`config.mk`:
```
export PLATFORM = sky130hd
export DESIGN_NAME = delimited_decimal_list_parser_unit
export DESIGN_NICKNAME = d
export VERILOG_FILES = /design/src/hdl/ddlp_pkg.sv /design/src/hdl/ddlp_front.sv /design/src/hdl/ddlp_back.sv /design/src/hdl/ddlp_outq.sv /design/src/hdl/delimited_decimal_list_parser_unit.sv
export SDC_FILE = /design/constraint.sdc
export NUM_CORES = 1
export LEC_CHECK = 0
export ABC_AREA = 1
export BUFFER_PORTS_ARGS = -buffer_cell sky130_fd_sc_hd__buf_4
export CORE_MARGIN = 3
export CORE_UTILIZATION = 60
export CTS_BUF_LIST = sky130_fd_sc_hd__clkbuf_2
export DETAILED_ROUTE_END_ITERATION = 16
export PLACE_DENSITY = 0.79
export SYNTH_ARGS = -nofsm -noshare
export SYNTH_HDL_FRONTEND = slang
export SYNTH_SLANG_ARGS = --single-unit
```
`constraint.sdc`:
```
create_clock -name clk -period 6 [get_ports clk]
set_clock_uncertainty 0.2 [all_clocks]
set_input_delay 0.9 -clock clk [delete_from_list [all_inputs] [get_ports clk]]
set_output_delay 0.9 -clock clk [all_outputs]
set_load 0.02 [all_outputs]
```
`src/hdl/ddlp_pkg.sv`:
```
// ----------------------------------------------------------------------------
// ddlp_pkg
// Shared types, constants and helper functions of the decimal list parser.
// ----------------------------------------------------------------------------
package ddlp_pkg;

  // Largest number of values produced for one list.
  localparam int unsigned MAX_VALUES = 16;
  localparam int unsigned CNT_W      = $clog2(MAX_VALUES + 1);
  localparam int unsigned POS_W      = 4;

  // Configuration port.
  localparam int unsigned CFG_ADDR_W     = 2;
  localparam int unsigned CFG_DATA_W     = 32;
  localparam logic [CFG_ADDR_W-1:0] ADDR_SEPARATOR = CFG_ADDR_W'(0);
  localparam logic [7:0]            SEP_RESET      = 8'd44;

  // Queue depths (powers of two, so the pointers wrap on their own).
  localparam int unsigned CMDQ_DEPTH = 4;
  localparam int unsigned CMDQ_PTR_W = $clog2(CMDQ_DEPTH);
  localparam int unsigned OUTQ_DEPTH = 4;
  localparam int unsigned OUTQ_PTR_W = $clog2(OUTQ_DEPTH);

  // Magnitude saturates at 2^31; a positive value saturates at 2^31 - 1.
  localparam logic [31:0] MAG_LIMIT = 32'h8000_0000;
  localparam logic [31:0] INT_MAX   = 32'h7FFF_FFFF;

  typedef struct packed {
    logic [7:0] text_byte;
    logic       end_of_list;
  } in_item_t;

  typedef struct packed {
    logic signed [31:0]  field_value;
    logic [POS_W-1:0]    field_position;
    logic                list_done;
  } out_item_t;

  typedef enum logic [2:0] {
    CLS_SPACE    = 3'd0,
    CLS_PLUS     = 3'd1,
    CLS_MINUS    = 3'd2,
    CLS_DIGIT    = 3'd3,
    CLS_OTHER    = 3'd4
  } char_class_t;

  // One classified byte, handed from the front end to the back end.
  typedef struct packed {
    logic        is_sep;
    logic        end_of_list;
    char_class_t cls;
    logic [3:0]  digit;
  } cmd_t;

  typedef enum logic [2:0] {
    PH_SPACE  = 3'b001,
    PH_DIGITS = 3'b010,
    PH_STOP   = 3'b100
  } phase_t;

  function automatic char_class_t classify(input logic [7:0] c);
    char_class_t cls;
    cls = CLS_OTHER;
    if (c == 8'd32 || c inside {[8'd9:8'd13]}) begin
      cls = CLS_SPACE;
    end else if (c == 8'd43) begin
      cls = CLS_PLUS;
    end else if (c == 8'd45) begin
      cls = CLS_MINUS;
    end else if (c inside {[8'd48:8'd57]}) begin
      cls = CLS_DIGIT;
    end
    return cls;
  endfunction

  // Signed result of a field from its saturated magnitude and sign.
  function automatic logic [31:0] field_result(input logic [31:0] mag, input logic neg);
    logic [31:0] v;
    if (neg) begin
      v = 32'd0 - mag;
    end else begin
      v = (mag > INT_MAX) ? INT_MAX : mag;
    end
    return v;
  endfunction

endpackage

```
`src/hdl/ddlp_front.sv`:
```
// ----------------------------------------------------------------------------
// ddlp_front
// Accepts list bytes, classifies them and queues them for the back end.
// ----------------------------------------------------------------------------
module ddlp_front (
  input  logic              clk,
  input  logic              rst_n,
  input  logic [7:0]        sep_char,
  input  logic              in_push,
  input  ddlp_pkg::in_item_t in_data,
  output logic              in_full,
  output logic              cmd_valid,
  output ddlp_pkg::cmd_t    cmd_head,
  input  logic              cmd_pop
);
  import ddlp_pkg::*;

  cmd_t                  q_r [CMDQ_DEPTH];
  logic [CMDQ_PTR_W-1:0] wr_ptr_r, wr_ptr_nxt;
  logic [CMDQ_PTR_W-1:0] rd_ptr_r, rd_ptr_nxt;
  logic [CMDQ_PTR_W:0]   cnt_r, cnt_nxt;
  logic                  do_push;
  cmd_t                  cmd_new;

  assign in_full   = (cnt_r == (CMDQ_PTR_W+1)'(CMDQ_DEPTH));
  assign cmd_valid = (cnt_r != '0);
  assign cmd_head  = q_r[rd_ptr_r];
  assign do_push   = in_push && !in_full;

  always_comb begin
    cmd_new.is_sep      = (in_data.text_byte == sep_char);
    cmd_new.end_of_list = in_data.end_of_list;
    cmd_new.cls         = classify(in_data.text_byte);
    cmd_new.digit       = in_data.text_byte[3:0];
  end

  always_comb begin
    wr_ptr_nxt = do_push ? wr_ptr_r + 1'b1 : wr_ptr_r;
    rd_ptr_nxt = cmd_pop ? rd_ptr_r + 1'b1 : rd_ptr_r;
    cnt_nxt    = cnt_r + (CMDQ_PTR_W+1)'(do_push) - (CMDQ_PTR_W+1)'(cmd_pop);
  end

  always_ff @(posedge clk) begin
    if (!rst_n) begin
      wr_ptr_r <= '0;
      rd_ptr_r <= '0;
      cnt_r    <= '0;
    end else begin
      wr_ptr_r <= wr_ptr_nxt;
      rd_ptr_r <= rd_ptr_nxt;
      cnt_r    <= cnt_nxt;
    end
  end

  always_ff @(posedge clk) begin
    if (do_push) begin
      q_r[wr_ptr_r] <= cmd_new;
    end
  end

  assert property (@(posedge clk) disable iff (!rst_n)
    cmd_pop |-> cmd_valid)
    else $error("command popped from an empty queue");

  assert property (@(posedge clk) disable iff (!rst_n)
    cnt_r <= (CMDQ_PTR_W+1)'(CMDQ_DEPTH))
    else $error("command queue count beyond its depth");

  assert property (@(posedge clk) disable iff (!rst_n)
    (do_push && !cmd_pop) |=> (cnt_r == $past(cnt_r) + 1'b1))
    else $error("command queue count lost a transfer");

endmodule

```
`src/hdl/ddlp_back.sv`:
```
// ----------------------------------------------------------------------------
// ddlp_back
// Runs the field parser on classified bytes and produces the field values.
// ----------------------------------------------------------------------------
module ddlp_back (
  input  logic               clk,
  input  logic               rst_n,
  input  logic               cmd_valid,
  input  ddlp_pkg::cmd_t     cmd_head,
  output logic               cmd_pop,
  input  logic               res_full,
  output logic               res_push,
  output ddlp_pkg::out_item_t res_item
);
  import ddlp_pkg::*;

  logic [CNT_W-1:0] count_r, count_nxt;
  logic [31:0]      mag_r, mag_nxt;
  logic             neg_r, neg_nxt;
  phase_t           phase_r, phase_nxt;
  logic             full_r, full_nxt;
  logic             pend_r, pend_nxt;

  logic             need_emit;
  logic [CNT_W-1:0] count_inc;
  logic             reach_max;
  logic [35:0]      mag_wide;
  logic [31:0]      mag_dig;
  logic [31:0]      mag_p;
  logic             neg_p;
  phase_t           phase_p;

  assign need_emit = !full_r && (cmd_head.is_sep || cmd_head.end_of_list);
  assign count_inc = count_r + 1'b1;
  assign reach_max = (count_inc >= CNT_W'(MAX_VALUES));

  // Times ten as two shifted copies, plus the new digit, saturated at 2^31.
  assign mag_wide = ({4'b0, mag_r} << 3) + ({4'b0, mag_r} << 1) + 36'(cmd_head.digit);
  assign mag_dig  = (mag_wide > 36'(MAG_LIMIT)) ? MAG_LIMIT : mag_wide[31:0];

  // Field state after a byte that is not a separator.
  always_comb begin
    mag_p   = mag_r;
    neg_p   = neg_r;
    phase_p = phase_r;
    case (phase_r)
      PH_SPACE: begin
        case (cmd_head.cls)
          CLS_SPACE: ;
          CLS_PLUS:  phase_p = PH_DIGITS;
          CLS_MINUS: begin
            neg_p   = 1'b1;
            phase_p = PH_DIGITS;
          end
          CLS_DIGIT: begin
            mag_p   = mag_dig;
            phase_p = PH_DIGITS;
          end
          default:   phase_p = PH_STOP;
        endcase
      end
      PH_DIGITS: begin
        if (cmd_head.cls == CLS_DIGIT) begin
          mag_p = mag_dig;
        end else begin
          phase_p = PH_STOP;
        end
      end
      default: ;
    endcase
  end

  always_comb begin
    count_nxt = count_r;
    mag_nxt   = mag_r;
    neg_nxt   = neg_r;
    phase_nxt = phase_r;
    full_nxt  = full_r;
    pend_nxt  = pend_r;
    cmd_pop   = 1'b0;
    res_push  = 1'b0;
    res_item.field_value    = field_result(mag_r, neg_r);
    res_item.field_position = POS_W'(count_r);
    res_item.list_done      = 1'b1;

    if (pend_r) begin
      // Empty final field after a separator that ended the list.
      if (!res_full) begin
        res_push                = 1'b1;
        res_item.field_value    = '0;
        pend_nxt                = 1'b0;
        count_nxt               = '0;
        mag_nxt                 = '0;
        neg_nxt                 = 1'b0;
        phase_nxt               = PH_SPACE;
        full_nxt                = 1'b0;
      end
    end else if (cmd_valid && (!need_emit || !res_full)) begin
      cmd_pop = 1'b1;
      if (full_r) begin
        if (cmd_head.end_of_list) begin
          count_nxt = '0;
          full_nxt  = 1'b0;
        end
      end else if (cmd_head.is_sep) begin
        res_push           = 1'b1;
        res_item.list_done = reach_max;
        count_nxt          = count_inc;
        mag_nxt            = '0;
        neg_nxt            = 1'b0;
        phase_nxt          = PH_SPACE;
        full_nxt           = reach_max;
        if (cmd_head.end_of_list) begin
          if (reach_max) begin
            count_nxt = '0;
            full_nxt  = 1'b0;
          end else begin
            pend_nxt = 1'b1;
          end
        end
      end else if (cmd_head.end_of_list) begin
        res_push             = 1'b1;
        res_item.field_value = field_result(mag_p, neg_p);
        count_nxt            = '0;
        mag_nxt              = '0;
        neg_nxt              = 1'b0;
        phase_nxt            = PH_SPACE;
      end else begin
        mag_nxt   = mag_p;
        neg_nxt   = neg_p;
        phase_nxt = phase_p;
      end
    end
  end

  always_ff @(posedge clk) begin
    if (!rst_n) begin
      count_r <= '0;
      mag_r   <= '0;
      neg_r   <= 1'b0;
      phase_r <= PH_SPACE;
      full_r  <= 1'b0;
      pend_r  <= 1'b0;
    end else begin
      count_r <= count_nxt;
      mag_r   <= mag_nxt;
      neg_r   <= neg_nxt;
      phase_r <= phase_nxt;
      full_r  <= full_nxt;
      pend_r  <= pend_nxt;
    end
  end

  assert property (@(posedge clk) disable iff (!rst_n)
    pend_r |-> !cmd_pop)
    else $error("command taken while the final empty field is pending");

  assert property (@(posedge clk) disable iff (!rst_n)
    res_push |-> !res_full)
    else $error("result written into a full result queue");

  assert property (@(posedge clk) disable iff (!rst_n)
    full_r |-> (count_r == CNT_W'(MAX_VALUES)))
    else $error("list marked full below the value limit");

  assert property (@(posedge clk) disable iff (!rst_n)
    (cmd_pop && cmd_head.end_of_list && !pend_nxt) |=> (count_r == '0 && !full_r))
    else $error("list state not cleared after the last byte");

endmodule

```
`src/hdl/ddlp_outq.sv`:
```
// ----------------------------------------------------------------------------
// ddlp_outq
// Result queue that holds field values until the consumer takes them.
// ----------------------------------------------------------------------------
module ddlp_outq (
  input  logic                clk,
  input  logic                rst_n,
  input  logic                res_push,
  input  ddlp_pkg::out_item_t res_item,
  output logic                res_full,
  output logic                out_empty,
  output ddlp_pkg::out_item_t out_data,
  input  logic                out_pop
);
  import ddlp_pkg::*;

  out_item_t             q_r [OUTQ_DEPTH];
  logic [OUTQ_PTR_W-1:0] wr_ptr_r, wr_ptr_nxt;
  logic [OUTQ_PTR_W-1:0] rd_ptr_r, rd_ptr_nxt;
  logic [OUTQ_PTR_W:0]   cnt_r, cnt_nxt;
  logic                  do_pop;

  assign res_full  = (cnt_r == (OUTQ_PTR_W+1)'(OUTQ_DEPTH));
  assign out_empty = (cnt_r == '0);
  assign out_data  = q_r[rd_ptr_r];
  assign do_pop    = out_pop && !out_empty;

  always_comb begin
    wr_ptr_nxt = res_push ? wr_ptr_r + 1'b1 : wr_ptr_r;
    rd_ptr_nxt = do_pop ? rd_ptr_r + 1'b1 : rd_ptr_r;
    cnt_nxt    = cnt_r + (OUTQ_PTR_W+1)'(res_push) - (OUTQ_PTR_W+1)'(do_pop);
  end

  always_ff @(posedge clk) begin
    if (!rst_n) begin
      wr_ptr_r <= '0;
      rd_ptr_r <= '0;
      cnt_r    <= '0;
    end else begin
      wr_ptr_r <= wr_ptr_nxt;
      rd_ptr_r <= rd_ptr_nxt;
      cnt_r    <= cnt_nxt;
    end
  end

  always_ff @(posedge clk) begin
    if (res_push) begin
      q_r[wr_ptr_r] <= res_item;
    end
  end

  assert property (@(posedge clk) disable iff (!rst_n)
    cnt_r <= (OUTQ_PTR_W+1)'(OUTQ_DEPTH))
    else $error("result queue count beyond its depth");

  assert property (@(posedge clk) disable iff (!rst_n)
    (!res_push && do_pop) |=> (cnt_r == $past(cnt_r) - 1'b1))
    else $error("result queue count lost a transfer");

  assert property (@(posedge clk) disable iff (!rst_n)
    (out_empty && !res_push) |=> out_empty)
    else $error("result queue filled without a write");

endmodule

```
`src/hdl/delimited_decimal_list_parser_unit.sv`:
```
// ----------------------------------------------------------------------------
// delimited_decimal_list_parser_unit
// Splits a byte stream into separator-delimited fields and converts each
// field to a saturated signed 32-bit integer by atoi rules.
// ----------------------------------------------------------------------------
// The byte that closes a field is written into the command queue; the parser
// takes it from there and writes the result into the result queue, from
// which it shows on the output ports. Throughput: one byte per cycle while
// the queues have room and no empty final field is pending; a separator that
// ends a list below the value limit emits two values before the next byte.
// Reset: synchronous, active low; it empties both queues, clears the parse
// state and sets the separator register to 44 (a comma).
// ----------------------------------------------------------------------------
module delimited_decimal_list_parser_unit (
  input  logic                                clk,
  input  logic                                rst_n,
  // Input channel.
  input  logic                                in_push,
  input  ddlp_pkg::in_item_t                  in_data,
  output logic                                in_full,
  // Result channel.
  output logic                                out_empty,
  output ddlp_pkg::out_item_t                 out_data,
  input  logic                                out_pop,
  // Configuration port.
  input  logic                                cfg_psel,
  input  logic                                cfg_penable,
  input  logic                                cfg_pwrite,
  input  logic [ddlp_pkg::CFG_ADDR_W-1:0]     cfg_paddr,
  input  logic [ddlp_pkg::CFG_DATA_W-1:0]     cfg_pwdata,
  output logic [ddlp_pkg::CFG_DATA_W-1:0]     cfg_prdata,
  output logic                                cfg_pready
);
  import ddlp_pkg::*;

  // The configuration port has a single register: the separator byte. It
  // is written in the access phase of a write transfer and never stalls.
  logic [7:0] sep_r, sep_nxt;
  logic       cfg_wr;

  assign cfg_pready = 1'b1;
  assign cfg_wr     = cfg_psel && cfg_penable && cfg_pwrite && cfg_pready;

  always_comb begin
    sep_nxt = sep_r;
    if (cfg_wr && (cfg_paddr == ADDR_SEPARATOR)) begin
      sep_nxt = cfg_pwdata[7:0];
    end
  end

  always_comb begin
    cfg_prdata = '0;
    if (cfg_paddr == ADDR_SEPARATOR) begin
      cfg_prdata = CFG_DATA_W'(sep_r);
    end
  end

  always_ff @(posedge clk) begin
    if (!rst_n) begin
      sep_r <= SEP_RESET;
    end else begin
      sep_r <= sep_nxt;
    end
  end

  // The front end tags each byte as separator, whitespace, sign, digit or
  // other and queues it. The separator comparison is done here, so the parser
  // only sees a separator flag, a class, a digit value and the end-of-list flag.
  logic      cmd_valid;
  cmd_t      cmd_head;
  logic      cmd_pop;

  ddlp_front u_front (
    .clk       (clk),
    .rst_n     (rst_n),
    .sep_char  (sep_r),
    .in_push   (in_push),
    .in_data   (in_data),
    .in_full   (in_full),
    .cmd_valid (cmd_valid),
    .cmd_head  (cmd_head),
    .cmd_pop   (cmd_pop)
  );

  // The back end owns the per-list state: value count, magnitude, sign and
  // field phase. It consumes one queued byte per cycle, and stalls only when
  // the byte would emit a value and the result queue has no room, or while a final empty field is pending.
  logic      res_push;
  logic      res_full;
  out_item_t res_item;

  ddlp_back u_back (
    .clk       (clk),
    .rst_n     (rst_n),
    .cmd_valid (cmd_valid),
    .cmd_head  (cmd_head),
    .cmd_pop   (cmd_pop),
    .res_full  (res_full),
    .res_push  (res_push),
    .res_item  (res_item)
  );

  // Results wait here, so the parser keeps running while the consumer
  // holds off its pops, until the four entries of the queue are full.
  ddlp_outq u_outq (
    .clk       (clk),
    .rst_n     (rst_n),
    .res_push  (res_push),
    .res_item  (res_item),
    .res_full  (res_full),
    .out_empty (out_empty),
    .out_data  (out_data),
    .out_pop   (out_pop)
  );

endmodule
```
; After elaboration in Yosys (flattened, before gate mapping)
; Memory sizes are Yosys's and may differ from the RTL's. A register that Yosys moved wholly into a read port is not among the register bits.
; Index checks and enable logic that the tools add are counted.
[totals]
out_inout_bits = 72
ff_bits = 65
input_bits = 50
n_memories = 2
elab_cells = 161
ramBits = 184
[memory_table]
columns = memory, words, word_bits, rd, rd_clocked_by_memory_dff, wr, line
row1 = u_outq.q_r, 4, 37, 1, 1, 1, ddlp_outq.sv:17  ; out_item_t q_r [OUTQ_DEPTH];
row2 = u_front.q_r, 4, 9, 1, 1, 1, ddlp_front.sv:18  ; cmd_t q_r [CMDQ_DEPTH];
[op_classes]
n_addsub = 13
reduce_logical = 28
n_lt_le_gt_ge = 8
mux = 82
n_eq_ne = 15
[op_table]
columns = op, n
row1 = 2-to-1 mux 32 bit, 19
row2 = greater-than comparator 32 x 31 -> 1 bit (second input constant), 2
row3 = subtractor 1 x 32 -> 32 bit (first input constant), 2
row4 = 2-to-1 mux 5 bit, 8
row5 = 2-to-1 mux 1 bit, 37
row6 = adder 35 x 33 -> 36 bit, 1
row7 = adder 36 x 4 -> 36 bit, 1
row8 = greater-than comparator 36 x 32 -> 1 bit (second input constant), 1
row9 = 2-to-1 mux 3 bit, 11
row10 = == test 8 x 6 -> 1 bit (second input constant), 3
row11 = case mux 3 bit (2 select lines), 2
row12 = inequality test 5 x 2 -> 1 bit (second input constant), 2
row13 = == test 3 x 2 -> 1 bit (second input constant), 3
row14 = logical AND 1 bit, 9
row15 = adder 2 x 1 -> 2 bit (second input constant), 4
row16 = == test 8 bit, 1
row17 = >= comparator 8 x 4 -> 1 bit (second input constant), 1
row18 = >= comparator 8 x 6 -> 1 bit (second input constant), 1
row19 = less-or-equal comparator 8 x 4 -> 1 bit (second input constant), 1
row20 = less-or-equal comparator 8 x 6 -> 1 bit (second input constant), 1
row21 = 2-to-1 mux 2 bit, 4
row22 = 2-to-1 mux 8 bit, 1
row23 = adder 3 x 1 -> 3 bit, 2
row24 = == test 3 x 1 -> 1 bit (second input constant), 2
row25 = other kinds (17), 27

; Depth between registers and ports, before layout
[logic_depth]
ltp_word = 14
mapped_depth = 41
depth_no_buf = 38

; Cells and area by module
; From an unflattened synthesis, not the netlist that was laid out.
[unflattened]
cells_unflattened = 2241
area_unflattened_um2 = 17023.8
[modules_own_cells]
columns = module, area_each_um2, cells_per_inst, seq_area_each_um2, n_inst
row1 = ddlp_back, 8373.0, 1527, 860.8, 1
row2 = ddlp_outq, 5950.7, 421, 4624.4, 1
row3 = ddlp_front, 2064.5, 197, 1261.2, 1
row4 = delimited_decimal_list_parser_unit, 635.6, 96, 160.2, 1

; Least setup slack after synthesis
; Ideal clock, no wire load.
[synth_timing]
path_kind = register to register
start = register with a tool-made name
end = memory u_outq.q_r[0][15] (netlist name), data pin
required_time_ns = 5.506
n_path_buf = 4
arrival_time_ns = 4.389
slack_ns = 1.117
setup_ns = 0.294
stages_incl_launch_ff = 34
synth_period_minus_slack_ns = 4.883
path_cell_list = dfxtp_1 > buf_2 > buf_1 > nand2_1 > a32o_1 > fa_1 > fa_1 > inv_1 > nand2_1 > nand2_1 > nand3_1 > nand2_1 > nand2_1 > nand2_1 > nand4_1 > nand2_1 > nand2_1 > nand2_1 > nand2_1 > nor2_2 > buf_6 > buf_6 > nand3_2 > nand2_4 > inv_1 > ha_1 > inv_1 > nor2_1 > nand2_1 > nor2_2 > nand2_1 > nand2_1 > o311ai_0 > o21ai_0
[synth_lines]
columns = item, line
row1 = "end, declared", ddlp_outq.sv:17

==> summary.txt <==
MaxCap Viol Count = 0
# placed instances = 2542
Yosys top cell by area = edfxtp_1
Number of synthesized flops with an enable pin = 184
Outcome = finished clean
Crit path top cell by count = nand2_1
Synth top area cells = edfxtp_1, nand2_1, dfxtp_1, ha_1, nor2_1
P_int = 3.84 mW
Seq pwr share = 39.4%
Multi-input gate area = 8290 µm²
Final wirelength = 43600 µm
Largest net degree at the start of global routing = 76
H-tree levels = 2
Core Footprint = 27000 µm²
Critical Path Source Type = flop
Syn Area/Cell = 7.61 µm²
Clock power frac = 17.8%
Pins over their slew limit = 0
CP required = 6380 ps
Arrival time worst endpoint = 5930 ps
Synth async-reset ratio = 0%
Top-area cell type share of the netlist area = 33.3%
Io pins = 122
Worst setup path category = flop to flop
Worst Tran Pin Value = 1180 ps
Hold Path End = sep_r[3]
GRT overflow = 0
Min-Delay Path Class = input pin to flop
Max transition margin = 21.2%
Slowest library cell on the worst path = fa_1
Worst-Skew Late Latency = 890 ps
Worst stage delay on the critical path = 490 ps
Cell Rows = 60
RSZ-0062 raised after global routing = no
Synthesized cell area = 16600 µm²
Area Growth Syn to Fin = 8.37%
CP Max Fanout = 14
First-pass GRT wire length = 68600 µm
Switch Pwr = 2.82 mW
Final Setup Violations = 0
Worst-path clk slew = 100 ps
Number of synthesis warnings = 0
HPWL after DPL = 32200 µm
Post-synthesis sequential area ratio = 41.6%
Post-synth top cells = nand2_1, nor2_1, inv_1
Most common cell in the netlist = nand2_1
Total clock sinks = 253
Fmax = 180 MHz
Setup TNS = 0 ps
Vias = 14980
Fill count = 2388
Initial DRT Pass Iterations = 5
Worst IR drop on VDD = 275 µV
Hold path depth = 3
Clock period minus final worst setup slack = 5550 ps
Gr usage total = 28.9%
Share of cells above drive strength 1 = 12.9%
Final Wtd Congestion = 0.995
Deepest clock path buffer count = 3
DRT antenna net count = 0
Combinational fraction of design power = 42.8%
Nets = 2398
FF-to-FF End = u_outq.q_r[2][23]
Die Ht = 172 µm
Die area = 29700 µm²
Netlist cell types = 62
Top FF cell, synth = edfxtp_1
DR DRC count = 0
Vias per Instance = 5.64
PortBufs = 72
Hold Crit Start = cfg_pwdata[3]
Register bit total from synthesis = 253
Vias in the first global route = 13656
Wire per inst = 16.4 µm
Crit. End Element = flop
Pwr per Cell Area = 370 nW/µm²
Sw Ratio = 42.3%
Initial core utilization = 61.4%
LEAKAGE = 8.19 nW
Root Buffer = clkbuf_2
Number of DRC markers in iteration 0 = 1320
Post_cts resized = 0
Register Area = 6910 µm²
Tcrit/Tclk final = 92.5%
R2R setup slack = 450 ps
Synth Instances = 2179
CTS buffer count = 60
Finished Layout Cells = 2654
FF-to-FF path depth = 31
Initial antenna violation count = 1
Die width = 172 µm
CTS tree = yes
Final hold vios = 0
[timing repair]
action / CTS / global route
setup buffers: 0 / 0
hold endpoints to repair: 4 / 0
hold buffers: 1 / 0
[layout by cell type (no fill, tap or decap), drive strengths merged, types with 25 or more instances in the layout]
master    n
a21oi   131
buf     101
clkbuf   91
conb     25
dfxtp    69
edfxtp  184
ha       80
inv     254
nand2   546
nand3   146
nand4    28
nor2    278
nor3     25
o21ai   157
o22ai    46
[cells by family (layout without fill, tap and decap cells)]
kind of cell,count (synthesis),in the layout,share of synthesized area [%]
buf+inv,362,472,9.10
flops,253,253,41.6
simple gates,1057,1057,27.9
other cells,2,26,0.0453
fa+ha+maj,84,84,6.52
compound gates,402,402,13.7
xor+xnor,19,19,1.05
[through the flow]
step           setup WS (ps)  hold slack (ps)  total power [mW]  util (%)  instance area [µm²]
2_1_floorplan           1120              236              4.55         -                16700
3_3_place_gp             617              249              5.38      64.2                17400
3_5_place_dp             551              261              5.49      64.2                17400
4_1_cts                  497             7.37              6.67      66.5                18000
5_1_grt                 2.04             45.1              7.10      66.5                18000
6_report                 449             69.8              6.65      66.5                18000
[critical path, delay by kind of cell, from the launching register on]
family,cells,cell delay [ps]
adders and majority gates,3,1150
buffers and inverters,4,430
AOI/OAI and AO/OA,3,1000
DFF,1,470
and+or+nand+nor,21,2030
[power groups by stage]
stage | logic [mW] | registers (mW) | clock network, mW
2_1_floorplan | 1.94 | 2.61 | 0
3_3_place_gp | 2.74 | 2.64 | 0
3_5_place_dp | 2.83 | 2.66 | 0
4_1_cts | 2.84 | 2.62 | 1.21
5_1_grt | 3.15 | 2.65 | 1.30
6_report | 2.85 | 2.62 | 1.18
[sequential cells by signal, summed over array words and instances (netlist names), named ones only]
register / cells
sep_r: 8
u_back.count_r: 5
u_back.full_r: 1
u_back.mag_r: 32
u_back.neg_r: 1
u_back.pend_r: 1
u_back.phase_r: 3
u_front.cnt_r: 3
u_front.q_r: 36
u_front.rd_ptr_r: 2
u_front.wr_ptr_r: 2
u_outq.cnt_r: 3
u_outq.q_r: 148
u_outq.rd_ptr_r: 2
u_outq.wr_ptr_r: 2
[routing by layer]
layer  GRT usage [%]  part of all wire (%)
met5               0                     0
met4            9.41                   2.8
met3            3.75                   7.0
met2            46.9                    46
met1            40.5                    44
[layout make-up]
type                            count  area share [%]
Timing Repair Buffer              102            4.27
Clock inverter                     19           0.814
Clock buffer                       91            2.53
Multi-Input combinational cell   1587            46.1
Tap cell                          341            2.37
Inverter                          260            5.43
Antenna cell                        1          0.0139
Sequential cell                   253            38.4
[worst max path at each step]
stage / startpoint / slack, ps / end / cells past startpoint
floorplan: flop / 1120 / u_outq.q_r[0][15] / 33
global placement: flop / 620 / u_outq.q_r[1][15] / 26
detailed placement: flop / 550 / u_outq.q_r[1][15] / 26
CTS: flop / 500 / u_outq.q_r[2][23] / 29
global route: flop / 2 / u_outq.q_r[3][27] / 37
finish: flop / 450 / u_outq.q_r[2][23] / 31
No activity file was read; power rests on OpenSTA's default activity.
